===== src/hdl/ffss_pkg.sv =====
package ffss_pkg;

  localparam int FRAME_BYTES = 11;
  localparam int SUM_BYTES   = FRAME_BYTES - 1;
  localparam int FILL_W      = $clog2(FRAME_BYTES + 1);
  localparam logic [7:0] HEADER_BYTE = 8'h55;

  typedef logic [7:0]        byte_t;
  typedef logic [FILL_W-1:0] fill_t;
  typedef byte_t             win_t [FRAME_BYTES];

  typedef struct packed {
    logic [31:0] bad_total;
    logic [31:0] good_total;
    logic [15:0] word3;
    logic [15:0] word2;
    logic [15:0] word1;
    logic [15:0] word0;
    byte_t       frame_type;
  } frame_t;

endpackage


===== src/hdl/ffss_core.sv =====
module ffss_core (
  input  logic            clk,
  input  logic            rst,
  input  logic            step,
  input  ffss_pkg::byte_t rx_byte,
  output logic            hit,
  output ffss_pkg::frame_t res
);
  import ffss_pkg::*;

  win_t        window;
  win_t        window_next;
  win_t        wa;
  fill_t       fill_level;
  fill_t       fill_next;
  fill_t       fa;
  fill_t       shift_k;
  fill_t       src;
  logic        found;
  logic        full;
  byte_t       sum;
  logic [31:0] good_count;
  logic [31:0] bad_count;

  always_comb begin
    // append the new byte; an empty window takes only a header
    wa = window;
    if (fill_level < fill_t'(FRAME_BYTES)) begin
      wa[fill_level[FILL_W-1:0]] = rx_byte;
    end
    if (fill_level == '0 && rx_byte != HEADER_BYTE) begin
      fa = '0;
    end else begin
      fa = fill_level + fill_t'(1);
    end
    full = (fa == fill_t'(FRAME_BYTES));

    // checksum over the first ten bytes
    sum = '0;
    for (int i = 0; i < SUM_BYTES; i++) begin
      sum = sum + wa[i];
    end
    hit = full && (sum == wa[FRAME_BYTES-1]);

    // next header after the first byte, for resync
    found   = 1'b0;
    shift_k = '0;
    src     = '0;
    for (int j = FRAME_BYTES - 1; j >= 1; j--) begin
      if (wa[j] == HEADER_BYTE) begin
        found   = 1'b1;
        shift_k = fill_t'(j);
      end
    end

    window_next = wa;
    fill_next   = fa;
    if (full) begin
      if (hit) begin
        fill_next = '0;
      end else if (found) begin
        fill_next = fill_t'(FRAME_BYTES) - shift_k;
        for (int i = 0; i < FRAME_BYTES; i++) begin
          src = fill_t'(i) + shift_k;
          if (src < fill_t'(FRAME_BYTES)) begin
            window_next[i] = wa[src];
          end
        end
      end else begin
        fill_next = '0;
      end
    end

    // result fields
    res.frame_type = wa[1];
    res.word0      = {wa[3], wa[2]};
    res.word1      = {wa[5], wa[4]};
    res.word2      = {wa[7], wa[6]};
    res.word3      = {wa[9], wa[8]};
    res.good_total = good_count + 32'd1;
    res.bad_total  = bad_count;
  end

  // hold window and counters until a byte is committed
  always_ff @(posedge clk) begin
    if (rst) begin
      fill_level <= '0;
      good_count <= '0;
      bad_count  <= '0;
    end else if (step) begin
      fill_level <= fill_next;
      if (full && hit) begin
        good_count <= good_count + 32'd1;
      end
      if (full && !hit) begin
        bad_count <= bad_count + 32'd1;
      end
    end
  end

  always_ff @(posedge clk) begin
    if (step) begin
      window <= window_next;
    end
  end

endmodule


===== src/hdl/fixed_frame_sync_sum8_unit.sv =====
// Channel  Dir  Width  Contents
// s_axis   in   8      rx_byte
// m_axis   out  136    frame_type, word0..word3, good_total, bad_total
//
// One byte per cycle unless m_tready stalls. A byte is captured in the input
// register, then the append, header search and ten-byte sum run in one pass
// into the result register, which raises m_tvalid for a good frame's last byte.
// Reset clears the fill level, both counters and all valid flags.
// A result stalled on m_tready stalls the whole pipe, and s_tready drops.
module fixed_frame_sync_sum8_unit (
  input  logic         clk,
  input  logic         rst,
  input  logic         s_tvalid,
  output logic         s_tready,
  input  logic [7:0]   s_tdata,   // [7:0] rx_byte
  output logic         m_tvalid,
  input  logic         m_tready,
  output logic [135:0] m_tdata    // [7:0] frame_type, [23:8] word0, [39:24] word1,
                                  // [55:40] word2, [71:56] word3,
                                  // [103:72] good_total, [135:104] bad_total
);
  import ffss_pkg::*;

  logic   advance;
  logic   byte_vld;
  byte_t  byte_q;
  logic   hit;
  frame_t res;
  frame_t out_q;

  assign advance  = !m_tvalid || m_tready;
  assign s_tready = advance;

  ffss_core u_core (
    .clk     (clk),
    .rst     (rst),
    .step    (advance && byte_vld),
    .rx_byte (byte_q),
    .hit     (hit),
    .res     (res)
  );

  // advance input and result registers together
  always_ff @(posedge clk) begin
    if (rst) begin
      byte_vld <= 1'b0;
      m_tvalid <= 1'b0;
    end else if (advance) begin
      byte_vld <= s_tvalid;
      m_tvalid <= byte_vld && hit;
    end
  end

  always_ff @(posedge clk) begin
    if (advance) begin
      byte_q <= s_tdata;
      out_q  <= res;
    end
  end

  assign m_tdata = {out_q.bad_total, out_q.good_total, out_q.word3, out_q.word2,
                    out_q.word1, out_q.word0, out_q.frame_type};

endmodule


===== config.mk =====
export PLATFORM = sky130hd
export DESIGN_NAME = fixed_frame_sync_sum8_unit
export DESIGN_NICKNAME = d
export VERILOG_FILES = /design/src/hdl/ffss_pkg.sv /design/src/hdl/ffss_core.sv /design/src/hdl/fixed_frame_sync_sum8_unit.sv
export SDC_FILE = /design/constraint.sdc
export NUM_CORES = 1
export LEC_CHECK = 0
export BUFFER_PORTS_ARGS = -buffer_cell sky130_fd_sc_hd__buf_2
export CAP_MARGIN = 5
export CORE_MARGIN = 3
export CORE_UTILIZATION = 40
export CTS_CLUSTER_SIZE = 14
export DETAILED_ROUTE_END_ITERATION = 7
export HOLD_SLACK_MARGIN = 0.12
export REMOVE_ABC_BUFFERS = 1
export SYNTH_ARGS = -nofsm -noshare
export SYNTH_HDL_FRONTEND = slang
export SYNTH_HIERARCHICAL = 1
export SYNTH_SLANG_ARGS = --single-unit

===== constraint.sdc =====
create_clock -name clk -period 21.2 [get_ports clk]
set_clock_uncertainty 0.2 [all_clocks]
set_input_delay 2.12 -clock clk [delete_from_list [all_inputs] [get_ports clk]]
set_output_delay 2.12 -clock clk [all_outputs]
set_load 0.01 [all_outputs]

# After elaboration in Yosys (flattened, before gate mapping)
# Cells that the tools add are included.
totals:
  regBits: 302
  wordCells: 185
  inputBits: 12
  output_inout_bits: 138
op_classes:
  magnitude_cmp: 25
  add_sub_neg: 23
  eq_ne: 13
  bitwise: 12
  muxes: 75
  n_reduce_logical: 13
op_table:
  columns: ["operator", "n"]
  rows:
  - ["8-bit binary-select mux with 4-bit select", 11]
  - ["88-bit 2-to-1 mux", 4]
  - ["8-bit 2-to-1 mux", 34]
  - ["88-bit bitwise mux", 1]
  - ["8-bit by 7-bit equality test with 1-bit output (second input constant)", 10]
  - ["8-bit adder", 9]
  - ["32-bit by 1-bit adder with 32-bit output (second input constant)", 2]
  - ["5-bit greater-or-equal comparator (second input constant)", 12]
  - ["4-bit inverter with 5-bit output", 12]
  - ["4-bit 2-to-1 mux", 14]
  - ["4-bit less-than comparator (second input constant)", 12]
  - ["8-bit demux with 4-bit select", 1]
  - ["3-bit by 4-bit adder with 4-bit output (first input constant)", 4]
  - ["4-bit adder (first input constant)", 3]
  - ["1-bit 2-to-1 mux", 10]
  - ["2-bit by 4-bit adder with 4-bit output (first input constant)", 2]
  - ["8-bit equality test", 1]
  - ["8-bit by 7-bit != test with 1-bit output (second input constant)", 1]
  - ["1-bit logical AND", 7]
  - ["5-bit by 1-bit less-than comparator with 1-bit output (second input constant)", 1]
  - ["1-bit by 4-bit adder with 4-bit output (first input constant)", 1]
  - ["4-bit by 1-bit adder with 4-bit output (second input constant)", 1]
  - ["4-bit equality test (second input constant)", 1]
  - ["4-bit zero test", 1]
  - ["other kinds (4)", 6]

# Depth between registers and ports, before layout
depth:
  word_depth: 27
  mapped_depth: 29
  ltp_nobuf: 25

# Hierarchy
# The synthesis kept the hierarchy.
modules_own_cells:
  columns: ["mod", "cells_each", "area_each_um2", "seq_area_each_um2", "n_inst"]
  rows:
  - ["ffss_core", 1577, 14545.2, 4003.8, 1]
  - ["fixed_frame_sync_sum8_unit", 153, 4410.5, 4364.2, 1]

# Worst setup path before layout
# Ideal clock, no wire load.
synth_path:
  path_kind: "input-to-reg"
  startpoint: "input port m_tready"
  endpoint: "register u_core.bad_count[16]"
  slack_ps: 10843
  required_time_ps: 20872
  setup_time_ps: 128
  t_arrival_ps: 10029
  n_path_buf: 2
  cell_stages: 10
  cell_sequence: "nand2b_1 -> and2_1 -> inv_1 -> or2_2 -> clkbuf_1 -> a311oi_2 -> buf_2 -> nand3_1 -> xor2_1 -> nor2_1"
synth_via:
  elab_chain_cells: 3
synth_lines:
  columns: ["item", "line_no", "source"]
  rows:
  - ["from (decl)", "fixed_frame_sync_sum8_unit.sv:17", "input logic m_tready,"]
  - ["1-bit logical OR", "fixed_frame_sync_sum8_unit.sv:31", "assign advance = !m_tvalid || m_tready;"]
  - ["1-bit logical AND", "fixed_frame_sync_sum8_unit.sv:37", ".step (advance && byte_vld),"]
  - ["2-bit AND reduction (no line)", null, null]
  - ["to (signal assigned)", "ffss_core.sv:96", "bad_count <= bad_count + 32'd1;"]
  - ["to (decl)", "ffss_core.sv:23", "logic [31:0] bad_count;"]
# No other way between the ends.
# A chain may end at the register's enable or synchronous reset.

==> results.sh <==
export IMPL_multi_input_area_um2=9720
export IMPL_end_kind="flip-flop"
export IMPL_switchingPower_mw=0.637
export IMPL_final_antenna_net_count=0
export IMPL_crit_start="u_core/fill_level[0]$_SDFFE_PP0P_"
export IMPL_fin_crit_ps=8660
export IMPL_internal_power_mw=1.30
export IMPL_synth_top_cells_by_area="edfxtp_1, dfxtp_1, mux2i_1"
export IMPL_antenna_found_initial=0
export IMPL_clock_power_share_pct=34.2
export IMPL_ys_flop_type="edfxtp_1"
export IMPL_finalMaxSlewViolations=0
export IMPL_r2r_cells=21
export IMPL_io_pins=150
export IMPL_cts_resized=0
export IMPL_io_buffers=149
export IMPL_fin_area_um2=21600
export IMPL_viasPerCell=5.97
export IMPL_crit_path_end="u_core/window[46]$_DFFE_PP_"
export IMPL_start_kind="flip-flop"
export IMPL_synth_largest_area_cell="edfxtp_1"
export IMPL_hold_viol=0
export IMPL_layout_drive_gt1_share_pct=19.0
export IMPL_syn_instance_count=1730
export IMPL_numCtsBuffers=37
export IMPL_hold_ws_ps=249
export IMPL_r2r_start="u_core/fill_level[0]$_SDFFE_PP0P_"
export IMPL_dr_first_iter_drc_count=1463
export IMPL_synth_warnings=6
export IMPL_register_area_um2=8370
export IMPL_p_per_area_nw_per_um2=89.7
export IMPL_critical_path_max_fanout=17
export IMPL_synth_edf_count=232
export IMPL_worstMarginPinSlew_ps=1260
export IMPL_grt_max_degree=72
export IMPL_nets=1956
export IMPL_row_count=79
export IMPL_cts_tree="done"
export IMPL_p_comb_share_pct=31.6
export IMPL_worstSkewPairLatency_ps=560
export IMPL_switching_share_pct=32.9
export IMPL_syn_avg_cell_area_um2=11.0
export IMPL_dpl_hpwl_mm=46.1
export IMPL_path_class="flip-flop to flip-flop"
export IMPL_yosysSeqAreaShare_pct=44.1
export IMPL_worstPathRequired_ps=21250
export IMPL_die_h_um=224
export IMPL_gp_congestion=0.967
export IMPL_fin_crit_sh_pct=40.8
export IMPL_synth_distinct_cells=83
export IMPL_cts_max_path_buffers=3
export IMPL_overflow=0
export IMPL_setup_viol=0
export IMPL_start_util_pct=40.6
export IMPL_synth_top_area_share_pct=36.8
export IMPL_wl_mm=63.3
export IMPL_utilization_pct=46.4
export IMPL_layout_area_overhead_vs_synth_pct=14.1
export IMPL_r2r_end="u_core/window[46]$_DFFE_PP_"
export IMPL_cap_viol_max_count=0
export IMPL_route_vias_total=14900
export IMPL_total_power_mw=1.94
export IMPL_cts_num_sinks=302
export IMPL_track_usage_pct=24.8
export IMPL_syn_cell_area_um2=19000
export IMPL_grt_pass1_vias=14400
export IMPL_ys_seq_elements=302
export IMPL_drc=0
export IMPL_clk_transition_reported_paths_ps=60
export IMPL_fmaxAchievable_mhz=116
export IMPL_min_path_type="flip-flop to flip-flop"
export IMPL_fillCellCount=4321
export IMPL_cts_root_buffer="clkbuf_16"
export IMPL_rsz0062_at_grt="false"
export IMPL_die_area_um2=50000
export IMPL_synthArstFlopShare_pct=0
export IMPL_h_tree_depth=2
export IMPL_wl_per_cell_um=25.3
export IMPL_core_um2=46700
export IMPL_finalSetupTns_ps=0
export IMPL_grt_pass1_wl_mm=93.7
export IMPL_place_area_um2=20400
export IMPL_ctsHoldBuffers=0
export IMPL_die_w_um=224
export IMPL_sequentialPowerShare_pct=34.2
export IMPL_status="finished clean"
export IMPL_peakVddDrop_mv=0.0986
export IMPL_relSlewSlack_pct=16.0
export IMPL_reg2reg_slack_ps=12540
export IMPL_drt_pass1_iter_count=6
export IMPL_cp_arrival_ps=8700
export IMPL_cts_setup_buffers=0
export IMPL_p_leak_nw=8.93
## stage by stage
stage	worst slack (ps)	cells
after floorplan	10750	1631
after global placement	12920	2432
after detailed placement	12730	2432
after CTS	12700	2498
after global routing	12210	2498
final	12540	2499
## synthesized netlist by cell type (all sizes together) (21+ instances only)
cell type / count
nor4bb: 21
ha: 32
nand2: 129
inv: 115
nor3: 33
a22oi: 29
nand3: 44
clkbuf: 50
edfxtp: 232
xor2: 72
dfxtp: 70
fa: 48
o21ai: 31
nor2: 160
o211ai: 24
buf: 49
a31oi: 26
xnor2: 59
mux2i: 121
mux4: 33
a21oi: 55
mux2: 50
o22ai: 31
## worst min path at each step
stage,end,from,depth (start not counted)
floorplan,m_tdata[115]$_DFFE_PP_,u_core/bad_count[11]$_SDFFE_PP0P_,0
global placement,m_tdata[135]$_DFFE_PP_,u_core/bad_count[31]$_SDFFE_PP0P_,0
detailed placement,m_tdata[118]$_DFFE_PP_,u_core/bad_count[14]$_SDFFE_PP0P_,0
CTS,m_tdata[118]$_DFFE_PP_,u_core/bad_count[14]$_SDFFE_PP0P_,0
global route,m_tdata[118]$_DFFE_PP_,u_core/bad_count[14]$_SDFFE_PP0P_,0
finish,m_tdata[118]$_DFFE_PP_,u_core/bad_count[14]$_SDFFE_PP0P_,0
## routing by layer
| layer | up-vias | routed length (µm) | GRT usage (%) |
|---|---|---|---|
| met5 | - | 0 | 0 |
| met4 | 0 | 2870 | 11.2 |
| met3 | 155 | 4900 | 4.14 |
| met2 | 751 | 29100 | 39.7 |
| met1 | 7375 | 26500 | 33.4 |
| li1 | 6638 | - | - |
## kinds of logic after synthesis
logic type               Yosys count  synth area share, %
XOR/XNOR                         135                 6.57
multiplexers                     204                 13.4
AND/OR/NAND/NOR                  496                 12.8
buffers and inverters            216                 4.75
adder cells (fa/ha/maj)           80                 7.18
AO/OA/AOI/OAI                    297                 11.2
flip-flops                       302                 44.1
## registers in the layout (all words and copies together) (netlist names)
signal,flops
u_core/window,88
u_core/fill_level,4
u_core/good_count,32
byte_vld,1
byte_q,8
m_tdata,136
u_core/bad_count,32
m_tvalid,1
## layout by cell type, fill, tap and decap left out, drive strengths merged, types with 24 or more instances in the layout
cell    Yosys  routed
o22ai      31      31
nor3       33      33
mux2i     121     121
clkbuf     50      42
nand2     129     129
mux2       50      50
ha         32      32
buf        49     194
xor2       72      72
mux4       33      33
edfxtp    232     232
o21ai      31      31
a21oi      55      55
fa         48      48
xnor2      59      59
inv       115     121
o211ai     24      24
a31oi      26      26
nor2      160     160
a22oi      29      29
dfxtp      70      70
nand3      44      44
## power groups by stage
stage	combinational, mW	clock (mW)	sequential, mW
CTS	0.607	0.681	0.664
global placement	0.597	0	0.676
detailed placement	0.603	0	0.676
floorplan	0.434	0	0.676
finish	0.612	0.662	0.664
global route	0.669	0.701	0.665
## worst max-delay path, cell delays in order (launching register included)
cell and delay, ps:
dfxtp_1 430, ha_1 430, nand3b_1 690, mux2i_1 630, inv_1 170, ha_1 220
a21oi_1 270, fa_1 510, fa_1 520, fa_1 520, fa_1 540, inv_1 70
fa_1 450, a21o_1 190, a21oi_1 240, o21bai_1 90, a21oi_1 170, xnor3_2 560
a31oi_4 530, o21ai_1 550, a21oi_1 260, a22oi_1 100
## final cells by class
type / count / area share (%)
multi-input cells: 1212 / 45.0
diodes: 1 / 0.0116
inverters: 117 / 2.03
well taps: 607 / 3.51
flip-flops and latches: 302 / 38.7
clock buffers: 42 / 4.41
clock inverters: 24 / 1.37
repair buffers: 194 / 5.01
Power figures use the tool's default switching activity.
